==> src/hdl/wnaf_pkg.sv <==
// Shared types, constants and a helper function for the wNAF scalar recoder.
`default_nettype none
package wnaf_pkg;

  // Limits on the configuration
  localparam int MAX_SCALAR_BITS = 512;
  localparam int MAX_WINDOW_BITS = 6;

  // Field and register widths
  localparam int SB_W     = 10;  // scalar_bits register
  localparam int TB_W     = 3;   // window_bits register
  localparam int CFG_W    = 10;  // configuration write data
  localparam int CFG_IDX_W = 1;  // configuration register index
  localparam int POWER_W  = 11;
  localparam int ADDEND_W = 9;
  localparam int COUNT_W  = 10;
  localparam int POS_W    = $clog2(MAX_SCALAR_BITS);
  localparam int ACC_W    = MAX_WINDOW_BITS + 2;  // accumulator stays inside the window

  // Reset values of the registers
  localparam logic [SB_W-1:0] SB_RESET = SB_W'(448);
  localparam logic [TB_W-1:0] TB_RESET = TB_W'(3);

  // Register indexes
  localparam logic [CFG_IDX_W-1:0] REG_SCALAR_BITS = 1'b0;
  localparam logic [CFG_IDX_W-1:0] REG_WINDOW_BITS = 1'b1;

  // Result slots inside one request record, in delivery order
  localparam int SLOT_A    = 0;  // entry from the input bit
  localparam int SLOT_B    = 1;  // entry from the implicit zero bits
  localparam int SLOT_STOP = 2;  // stopper
  localparam int SLOTS     = 3;

  // Result queue depth, in records
  localparam int QDEPTH = 4;
  localparam int QPTR_W = $clog2(QDEPTH);

  // Recoder state carried from one request to the next
  typedef struct packed {
    logic signed [ACC_W-1:0] acc;
    logic [POS_W-1:0]        pos;
    logic [COUNT_W-1:0]      emitted;
  } state_t;

  // All results caused by one request
  typedef struct packed {
    logic [SLOTS-1:0]           mask;
    logic signed [POWER_W-1:0]  a_power;
    logic signed [ADDEND_W-1:0] a_addend;
    logic signed [POWER_W-1:0]  b_power;
    logic signed [ADDEND_W-1:0] b_addend;
    logic [COUNT_W-1:0]         count;
  } rec_t;

  // Trailing zero count over the low eight bits of a nonzero digit
  function automatic logic [2:0] trail_zeros(input logic [ADDEND_W-1:0] v);
    logic [2:0] r;
    r = 3'd0;
    for (int i = 7; i >= 0; i--) begin
      if (v[i]) r = 3'(i);
    end
    return r;
  endfunction

endpackage
`default_nettype wire

==> src/hdl/wnaf_scalar_recoder_core.sv <==
// Top level of the wNAF scalar recoder: configuration, recoder state and result queue.
`default_nettype none
// Takes one scalar bit per cycle, most significant first, and produces signed-window
// entries (power, odd addend) plus a stopper that carries the entry count. Each bit is
// handled by one combinational step at acceptance; its results go into a four-record
// queue, so a new bit is accepted every cycle while the queue has a free record, and the
// first result of a bit is offered in the cycle after acceptance if the queue was empty.
// Most bits give zero or one result; the lowest bit of a scalar gives up to three (input
// entry, flush entry, stopper), which leave one per cycle, so throughput drops below one
// bit per cycle only under output stall or with scalars a few bits long. Writing either
// configuration register restarts the current scalar. No clearing pass follows reset.
module wnaf_scalar_recoder_core (
  input  wire                                    clk,
  input  wire                                    rst,
  input  wire                                    cfg_write,
  input  wire  [wnaf_pkg::CFG_IDX_W-1:0]         cfg_index,
  input  wire  [wnaf_pkg::CFG_W-1:0]             cfg_data,
  input  wire                                    in_valid,
  output logic                                   in_stall,
  input  wire                                    scalar_bit,
  output logic                                   out_valid,
  input  wire                                    out_stall,
  output logic signed [wnaf_pkg::POWER_W-1:0]    power,
  output logic signed [wnaf_pkg::ADDEND_W-1:0]   addend,
  output logic                                   end_of_scalar,
  output logic [wnaf_pkg::COUNT_W-1:0]           entry_count
);
  import wnaf_pkg::*;

  logic [SB_W-1:0]  scalar_bits;
  logic [SB_W-1:0]  scalar_bits_next;
  logic [TB_W-1:0]  window_bits;
  logic [TB_W-1:0]  window_bits_next;
  logic [TB_W-1:0]  window_bits_eff;
  logic [SB_W:0]    sb_eff_next;
  logic [POS_W-1:0] reload_pos;
  state_t           state;
  state_t           step_nxt;
  rec_t             step_rec;
  logic             step_last;
  logic             accept;
  logic             full;

  assign in_stall = full;
  assign accept   = in_valid && !in_stall;

  // Decode configuration writes
  always_comb begin
    scalar_bits_next = scalar_bits;
    window_bits_next = window_bits;
    if (cfg_write) begin
      case (cfg_index)
        REG_SCALAR_BITS: scalar_bits_next = cfg_data[SB_W-1:0];
        REG_WINDOW_BITS: window_bits_next = cfg_data[TB_W-1:0];
        default: ;
      endcase
    end
  end

  // Clamp the configuration to its usable range
  always_comb begin
    sb_eff_next = {1'b0, scalar_bits_next};
    if (scalar_bits_next == '0) begin
      sb_eff_next = (SB_W+1)'(1);
    end else if ({1'b0, scalar_bits_next} > (SB_W+1)'(MAX_SCALAR_BITS)) begin
      sb_eff_next = (SB_W+1)'(MAX_SCALAR_BITS);
    end
    reload_pos = POS_W'(sb_eff_next - (SB_W+1)'(1));
    window_bits_eff = window_bits;
    if (window_bits > TB_W'(MAX_WINDOW_BITS)) begin
      window_bits_eff = TB_W'(MAX_WINDOW_BITS);
    end
  end

  wnaf_step u_step (
    .cur             (state),
    .scalar_bit      (scalar_bit),
    .window_bits_eff (window_bits_eff),
    .nxt             (step_nxt),
    .rec             (step_rec),
    .last            (step_last)
  );

  // Hold configuration; advance or restart the recoder state
  always_ff @(posedge clk) begin
    if (rst) begin
      scalar_bits   <= SB_RESET;
      window_bits   <= TB_RESET;
      state.acc     <= '0;
      state.pos     <= POS_W'(SB_RESET - SB_W'(1));
      state.emitted <= '0;
    end else begin
      scalar_bits <= scalar_bits_next;
      window_bits <= window_bits_next;
      if (cfg_write || (accept && step_last)) begin
        state.acc     <= '0;
        state.pos     <= reload_pos;
        state.emitted <= '0;
      end else if (accept) begin
        state <= step_nxt;
      end
    end
  end

  wnaf_queue u_queue (
    .clk           (clk),
    .rst           (rst),
    .push          (accept && (step_rec.mask != '0)),
    .push_rec      (step_rec),
    .full          (full),
    .out_valid     (out_valid),
    .out_stall     (out_stall),
    .power         (power),
    .addend        (addend),
    .end_of_scalar (end_of_scalar),
    .entry_count   (entry_count)
  );

`ifndef SYNTH
  a_acc_window: assert property (@(posedge clk) disable iff (rst)
    ((ACC_W+1)'(state.acc) >= -$signed((ACC_W+1)'(1) << ({1'b0, window_bits_eff} + 4'd1)))
    && ((ACC_W+1)'(state.acc) < $signed((ACC_W+1)'(1) << ({1'b0, window_bits_eff} + 4'd1))))
    else $error("accumulator left the window between requests");

  a_stop_restart: assert property (@(posedge clk) disable iff (rst)
    (accept && step_last) |=> ((state.acc == '0) && (state.emitted == '0)))
    else $error("scalar did not restart after its lowest bit");

  a_pos_bound: assert property (@(posedge clk) disable iff (rst)
    (POS_W+1)'(state.pos) < (POS_W+1)'(MAX_SCALAR_BITS))
    else $error("bit position beyond scalar length");
`endif

endmodule
`default_nettype wire

==> src/hdl/wnaf_step.sv <==
// One recoding step: doubles and adds the scalar bit, emits window digits and the stopper.
`default_nettype none
module wnaf_step (
  input  wire wnaf_pkg::state_t                cur,
  input  wire                                  scalar_bit,
  input  wire logic [wnaf_pkg::TB_W-1:0]       window_bits_eff,
  output wnaf_pkg::state_t                     nxt,
  output wnaf_pkg::rec_t                       rec,
  output logic                                 last
);
  import wnaf_pkg::*;

  logic signed [ADDEND_W:0]   acc2;
  logic signed [ADDEND_W:0]   hi;
  logic signed [ADDEND_W:0]   sum;
  logic signed [ADDEND_W-1:0] delta;
  logic [2:0]                 tz_a;
  logic [2:0]                 tz_b;
  logic                       emit_a;
  logic                       emit_b;
  logic signed [ACC_W-1:0]    acc_after;
  logic signed [ADDEND_W-1:0] acc_x;

  // Double and add the new bit; check against the window
  always_comb begin
    acc2   = $signed({cur.acc[ACC_W-1], cur.acc, scalar_bit});
    hi     = $signed((ADDEND_W+1)'(1) << ({1'b0, window_bits_eff} + 4'd1));
    emit_a = (acc2 >= hi) || (acc2 < -hi);
    sum    = acc2 + (ADDEND_W+1)'(1);
    delta  = sum[ADDEND_W:1];
    tz_a   = trail_zeros(delta);
  end

  // Leftover accumulator: 0 or -1 after an entry, else the sum itself
  always_comb begin
    if (emit_a) begin
      acc_after = acc2[0] ? -ACC_W'(1) : '0;
    end else begin
      acc_after = acc2[ACC_W-1:0];
    end
    acc_x  = {{(ADDEND_W-ACC_W){acc_after[ACC_W-1]}}, acc_after};
    tz_b   = trail_zeros(acc_x);
    last   = (cur.pos == '0);
    // Trailing zero bits flush any nonzero leftover as its odd part
    emit_b = last && (acc_after != '0);
  end

  // Assemble the request record
  always_comb begin
    rec.mask            = '0;
    rec.mask[SLOT_A]    = emit_a;
    rec.mask[SLOT_B]    = emit_b;
    rec.mask[SLOT_STOP] = last;
    rec.a_power  = $signed(POWER_W'(cur.pos) + POWER_W'(tz_a) + POWER_W'(1));
    rec.a_addend = delta >>> tz_a;
    rec.b_power  = $signed(POWER_W'(tz_b));
    rec.b_addend = acc_x >>> tz_b;
    rec.count    = cur.emitted + COUNT_W'(emit_a) + COUNT_W'(emit_b);
  end

  // Continue with the next lower bit
  always_comb begin
    nxt.acc     = acc_after;
    nxt.pos     = cur.pos - POS_W'(1);
    nxt.emitted = cur.emitted + COUNT_W'(emit_a);
  end

endmodule
`default_nettype wire

==> src/hdl/wnaf_queue.sv <==
// Result queue: holds request records and delivers their results one at a time.
`default_nettype none
module wnaf_queue (
  input  wire                                         clk,
  input  wire                                         rst,
  input  wire                                         push,
  input  wire wnaf_pkg::rec_t                         push_rec,
  output logic                                        full,
  output logic                                        out_valid,
  input  wire                                         out_stall,
  output logic signed [wnaf_pkg::POWER_W-1:0]         power,
  output logic signed [wnaf_pkg::ADDEND_W-1:0]        addend,
  output logic                                        end_of_scalar,
  output logic [wnaf_pkg::COUNT_W-1:0]                entry_count
);
  import wnaf_pkg::*;

  rec_t              mem [QDEPTH];
  logic [QPTR_W-1:0] head;
  logic [QPTR_W-1:0] tail;
  logic [QPTR_W:0]   count;
  logic [SLOTS-1:0]  done;
  logic [SLOTS-1:0]  done_next;
  rec_t              hrec;
  logic [SLOTS-1:0]  pending;
  logic [SLOTS-1:0]  cur;
  logic              take;
  logic              pop;
  logic              wr;

  assign full      = (count == (QPTR_W+1)'(QDEPTH));
  assign out_valid = (count != '0);
  assign wr        = push && !full;
  assign hrec      = mem[head];
  assign pending   = hrec.mask & ~done;
  assign take      = out_valid && !out_stall;
  assign pop       = take && ((pending & ~cur) == '0);

  // Pick the first pending result of the head record
  always_comb begin
    cur           = '0;
    power         = -POWER_W'(1);
    addend        = '0;
    end_of_scalar = 1'b0;
    entry_count   = '0;
    if (pending[SLOT_A]) begin
      cur[SLOT_A] = 1'b1;
      power       = hrec.a_power;
      addend      = hrec.a_addend;
    end else if (pending[SLOT_B]) begin
      cur[SLOT_B] = 1'b1;
      power       = hrec.b_power;
      addend      = hrec.b_addend;
    end else begin
      cur[SLOT_STOP] = 1'b1;
      end_of_scalar  = 1'b1;
      entry_count    = hrec.count;
    end
  end

  // Mark delivered results; clear when the record leaves
  always_comb begin
    done_next = done;
    if (pop) begin
      done_next = '0;
    end else if (take) begin
      done_next = done | cur;
    end
  end

  // Store records
  always_ff @(posedge clk) begin
    if (wr) begin
      mem[tail] <= push_rec;
    end
  end

  // Advance pointers and occupancy
  always_ff @(posedge clk) begin
    if (rst) begin
      head  <= '0;
      tail  <= '0;
      count <= '0;
      done  <= '0;
    end else begin
      done <= done_next;
      if (wr) tail <= tail + QPTR_W'(1);
      if (pop) head <= head + QPTR_W'(1);
      count <= count + (QPTR_W+1)'(wr) - (QPTR_W+1)'(pop);
    end
  end

`ifndef SYNTH
  a_count_bound: assert property (@(posedge clk) disable iff (rst)
    count <= (QPTR_W+1)'(QDEPTH))
    else $error("queue occupancy above depth");

  a_head_pending: assert property (@(posedge clk) disable iff (rst)
    out_valid |-> (pending != '0))
    else $error("head record shown with no result left");

  a_head_holds: assert property (@(posedge clk) disable iff (rst)
    (take && !pop) |=> ($stable(head) && (done != '0)))
    else $error("head record moved before all its results left");
`endif

endmodule
`default_nettype wire

==> config.mk <==
export PLATFORM = sky130hd
export DESIGN_NAME = wnaf_scalar_recoder_core
export DESIGN_NICKNAME = d
export VERILOG_FILES = /design/src/hdl/wnaf_pkg.sv /design/src/hdl/wnaf_scalar_recoder_core.sv /design/src/hdl/wnaf_step.sv /design/src/hdl/wnaf_queue.sv
export SDC_FILE = /design/constraint.sdc
export NUM_CORES = 1
export LEC_CHECK = 0
export BUFFER_PORTS_ARGS = -buffer_cell sky130_fd_sc_hd__buf_2
export CAP_MARGIN = 20
export CORE_ASPECT_RATIO = 1.4
export CORE_MARGIN = 5
export CORE_UTILIZATION = 55
export DETAILED_ROUTE_END_ITERATION = 8
export HOLD_SLACK_MARGIN = 0.15
export PLACE_DENSITY_LB_ADDON = 0.08
export REMOVE_ABC_BUFFERS = 1
export SLEW_MARGIN = 20
export SYNTH_ARGS = -nofsm -noshare
export SYNTH_HDL_FRONTEND = slang
export SYNTH_SLANG_ARGS = --single-unit
==> constraint.sdc <==
create_clock -name clk -period 12.05 [get_ports clk]
set_clock_uncertainty 0.2 [all_clocks]
set_input_delay 1.205 -clock clk [delete_from_list [all_inputs] [get_ports clk]]
set_output_delay 1.205 -clock clk [all_outputs]
set_load 0.01 [all_outputs]
Yosys cells after proc, flatten, opt, wreduce, memory -nomap -nowiden:

Memory sizes are Yosys's and may differ from the RTL's. A register that Yosys moved wholly into a read port is not among the register bits.
Index checks and enable logic that the tools add are counted.

* register bits after elaboration: 50
* memory bits (writable): 180
* input port bits: 17
* output and inout bits: 33
* logic and storage cells: 97
* memories: 1

Memory list
* u_queue.mem: depth 4, bits a word 45, rd ports 1, clocked after Yosys merged registers in 1, write ports 1, line wnaf_queue.sv:18 `rec_t mem [QDEPTH];`

* $add $sub $neg: 13
* order comparisons: 4
* eq/ne operators: 1
* shifts and indexed selects: 3
* muxes and demuxes: 40
* bitwise gates (word level): 5
* reduce and logical (&&, ||, !) cells: 21

Operator list (count)
* 3-bit 2-to-1 mux: 17
* 10-bit 2-to-1 mux: 4
* 19-bit 2-to-1 mux: 2
* 9-bit 2-to-1 mux: 4
* 11-bit 2-to-1 mux: 2
* 10-bit by 1-bit adder with 10-bit output: 2
* 9-bit by 1-bit subtractor with 9-bit output (second input constant): 2
* 8-bit 2-to-1 mux: 2
* 11-bit by 1-bit adder with 11-bit output (second input constant): 1
* 9-bit by 2-bit adder with 10-bit output (second input constant): 1
* 9-bit by 3-bit adder with 10-bit output: 1
* 9-bit by 10-bit greater-or-equal comparator with 1-bit output: 1
* 10-bit > comparator (second input constant): 1
* 10-bit logical NOT: 1
* 9-bit by 10-bit less-than comparator with 1-bit output: 1
* 10-bit negator: 1
* 1-bit by 4-bit left shift with 10-bit output (first input constant): 1
* 9-bit logical NOT: 1
* 8-bit by 3-bit >>> shifter with 9-bit output: 1
* 9-bit by 3-bit >>> shifter with 9-bit output: 1
* 8-bit nonzero test: 1
* 1-bit logical AND: 7
* 3-bit AND: 2
* 1-bit 2-to-1 mux: 6
* 16 further kinds: 24

Longest topological paths before layout:

* depth after elaboration: 17
* mapped depth: 20
* depth with buffers taken out: 18

Modules after synthesis:

From an unflattened synthesis, not the netlist that was laid out.

* cell total of the unflattened synthesis: 1025
* area, all modules: 13051.3 um2

Modules (own cells, without submodules)
* wnaf_queue: instances 1, cells each 407, area each 8653.3 um2, seq. area each 6606.3 um2
* wnaf_step: instances 1, cells each 372, area each 2401.1 um2, seq. area each 0.0 um2
* wnaf_scalar_recoder_core: instances 1, cells each 246, area each 1996.9 um2, seq. area each 800.8 um2

Worst setup path before layout:

No wires, ideal clock.

* path type: input to register
* from: input port scalar_bit
* to: memory u_queue.mem[0][9] in the netlist's numbering (data pin)
* setup time: 0.272 ns
* data arrival time: 4.219 ns
* required time: 11.578 ns
* setup slack: 7.359 ns
* stages: 16
* path buffers: 1
* path through: clkbuf_1 -> inv_1 -> ha_1 -> nand2_1 -> nor3_1 -> a221oi_1 -> o21ai_0 -> nor2_1 -> clkinv_1 -> ha_1 -> ha_1 -> xor2_1 -> and3_1 -> nor3b_1 -> o211ai_1 -> xnor2_1

RTL lines
* start: declaration: line wnaf_scalar_recoder_core.sv:20 `input wire scalar_bit,`
* end: declaration: line wnaf_queue.sv:18

==> summary.md <==
| Metric | Value |
|---|---|
| Status | `finished, final reports clean` |
| Fraction of layout cells with a size suffix above 1 | `between 10% and 20%` |
| DR iter-0 viols | `411` |
| Gr ovfl total | `0` |
| Ant. Diodes | `0` |
| Ports | `50` |
| Final Core Density | `slightly above 60%` |
| Max Slew Vio Count | `0` |
| DRT antenna net count | `0` |
| Primary FF master, synth | `edfxtp_1` |
| Core area | `about 0.02 mm^2` |
| Nets@finish | `a little under 1000` |
| First-pass GRT wire length | `~38 mm` |
| Met3 GRT Util | `under 10%` |
| Area growth, synth to finish | `10.4%` |
| Kind of critical path | `flip-flop to output pin` |
| CTS max path bufs | `3` |
| Hold Buf Count CTS | `0` |
| Max VDD drop | `approximately 0.11 mV` |
| Synth cell types | `73` |
| Fin crit share | `between 40% and 50%` |
| Area leader, netlist | `edfxtp_1` |
| Max-cap viol count | `0` |
| Async set-reset flop share out of synthesis | `0%` |
| Syn Area/Cell | `between 10 and 15 um^2` |
| Final hold violations | `0` |
| Arrival time worst endpoint | `approximately 4.0 ns` |
| Final setup violation count | `0` |
| RSZ-0062 raised after global routing | `false` |
| Register area share after synthesis | `around 56%` |
| Critical Path, Cell by Cell | `buf_4, mux4_2, nand2b_1, nand2b_1, o22ai_1, mux4_2, inv_1, buf_2` |
| CTS tree | `built` |
| All-Layer GR Usage | `20.5%` |
| PD cells | `slightly below 200 mW/mm^2` |
| Initial antenna violation count | `0` |
| Std-Cell Rows | `61` |
| Largest net degree at the start of global routing | `between 40 and 50` |
| Required time of the worst setup path | `between 10 and 15 ns` |
| Fmax | `between 150 and 200 MHz` |
| Min Tclk post-route | `5.39 ns` |
| Die height | `around 180 um` |
| Effective utilization at floorplan | `a little under three fifths` |
| Worst slew pin tran | `a little over 0.9 ns` |
| CP max FO | `41` |
| Setup TNS | `0 ns` |
| Cell with the most instances after synthesis | `edfxtp_1` |
| Die Wd | `131 um` |
| Final wirelength | `approximately 24 mm` |
| I/O Buffers | `between 40 and 50` |
| Via count | `around 7000` |
| GRT busiest layer | `met2` |
| CTS resizes | `0` |
| Pre-antenna DRT Iters | `5` |
| Top post-synthesis cells by area | `edfxtp_1 (47%), dfxtp_1 (9.3%), mux4_2 (8.4%)` |
| DR WL/cell | `about 20 um` |
| Clock Latency Late Sink | `around 0.50 ns` |
| Vias in the first global route | `around 7600` |
| Register area | `~0.0063 mm^2` |
| Max stage delay on crit path | `~0.68 ns` |
| Syn. warnings | `0` |
| Final hold slack | `roughly 0.27 ns` |
| Synth top area share | `47.2%` |
| Cells after Synth | `roughly 890` |
| Cts bufs inserted | `22` |
| Vias per cell | `5.98` |
| Worst Hold Class | `flip-flop to flip-flop` |
| Die Area | `approximately 0.023 mm^2` |
| GR Util met1 | `23.8%` |
| Synth cell count leaders | `edfxtp_1 (176), nand2_1 (75), nor2_1 (75), dfxtp_1 (52), mux4_2 (42)` |
| Mapped Area | `approximately 0.011 mm^2` |
| Static Leak | `about 4.6 nW` |
| Reg clk slew, reported paths | `0.06 ns` |
| Worst rel slew slack | `a little under two fifths` |
| # Post-CTS Setup Buffers | `0` |
| DRC viols | `0` |
| Placer Congestion | `between 0.8 and 0.9` |
| Synthesized flop and latch total | `~230` |
| Grt met2 use | `between 30 and 40%` |
| DP HPWL | `between 15 and 20 mm` |
| Clock net sink count | `between 200 and 250` |
| Slowest CP cell | `nand2b_1` |
| H-Tree Depth | `1` |
| CP endpoint kind | `output pin` |
| CTS root buf | `clkbuf_16` |
| Placed Cells | `1165` |
| Post-synth EDFFs | `~180` |
| Setup crit start kind | `flip-flop` |
| Fillers | `around 1600` |
| Area taken by multi-input logic gates | `between 0.004 and 0.005 mm^2` |
| Non-filler instance count after layout | `1205` |
-- stage by stage --
stage,power (mW),worst slack [ns],instance area (um^2)
2_1_floorplan,1.51,6.95,11000
3_3_place_gp,1.72,6.53,11700
3_5_place_dp,1.75,6.22,11700
4_1_cts,2.41,6.52,12400
5_1_grt,2.51,6.18,12400
6_report,2.38,6.66,12400
-- flip-flops by register name, indices dropped and copies added, names as in the netlist, named ones only --
| signal | count |
|---|---|
| state | 27 |
| u_queue.count | 3 |
| u_queue.head | 2 |
| u_queue.done | 3 |
| window_bits | 3 |
| scalar_bits | 10 |
| u_queue.mem | 176 |
| u_queue.tail | 2 |
-- where the power goes --
part	switching (mW)	leakage [nW]	total, mW	internal (mW)
logic	0.412	2.21	0.711	0.298
registers	0.0387	2.03	1.01	0.973
clock network	0.271	0.337	0.655	0.385
total	0.722	4.57	2.38	1.66
-- final cells by class --
class / instances / share of cell area, %
Inverter: 38 / 1.15
Clock inverter: 6 / 0.425
Sequential cell: 228 / 51.2
Tap cell: 252 / 2.55
Multi-Input combinational cell: 588 / 36.9
Timing Repair Buffer: 59 / 2.59
Clock buffer: 34 / 5.15
-- critical path, delay by kind of cell, from the launching register on --
family | cells | cell delay, ns
AO/OA/AOI/OAI | 1 | 0.26
buffers and inverters | 3 | 0.81
flip-flops | 1 | 0.31
multiplexers | 2 | 0.92
AND/OR/NAND/NOR | 2 | 1.15
-- metal layers --
metal / share of wire (%) / up-vias
met3: 4.1 / 41
met2: 55 / 155
met4: 2.3 / 0
met1: 39 / 3582
met5: 0 / -
li1: - / 3423
-- worst paths after layout --
check,depth (start not counted),start,to,slack (ns)
max,8,flip-flop,power[0],6.66
min,2,state[0],state[0],0.27
max reg2reg,15,window_bits[1],u_queue.mem[3][9],6.68
min reg2reg,2,state[0],state[0],0.27
-- cell usage in the layout, fill, tap and decap left out, types with 8 or more instances in the layout --
| cell type | instances |
|---|---|
| conb_1 | 10 |
| mux2i_1 | 21 |
| xnor2_1 | 29 |
| nand3_1 | 16 |
| a211oi_1 | 10 |
| edfxtp_1 | 176 |
| xor2_1 | 16 |
| buf_2 | 49 |
| o21ai_0 | 17 |
| mux4_2 | 42 |
| o22ai_1 | 15 |
| dfxtp_1 | 50 |
| ha_1 | 37 |
| nand2b_1 | 15 |
| a21boi_0 | 8 |
| nor2_1 | 75 |
| a22o_1 | 8 |
| clkbuf_1 | 9 |
| a21oi_1 | 38 |
| nor3_1 | 15 |
| and3_1 | 22 |
| nand2_1 | 75 |
| nor2b_1 | 11 |
| clkbuf_16 | 23 |
| buf_4 | 10 |
| inv_1 | 34 |
-- logic make-up (layout without fill, tap and decap cells) --
logic type / after synthesis / in the layout / synth area share, %
muxes: 71 / 71 / 11.2
adders and majority gates: 40 / 40 / 4.58
buffers and inverters: 86 / 137 / 3.08
other: 2 / 10 / 0.0670
xor gates and xnor gates: 45 / 45 / 3.52
DFF: 228 / 228 / 56.5
and+or+nand+nor: 276 / 276 / 12.1
AOI/OAI and AO/OA: 146 / 146 / 9.01
No activity file was read; power rests on OpenSTA's default activity.
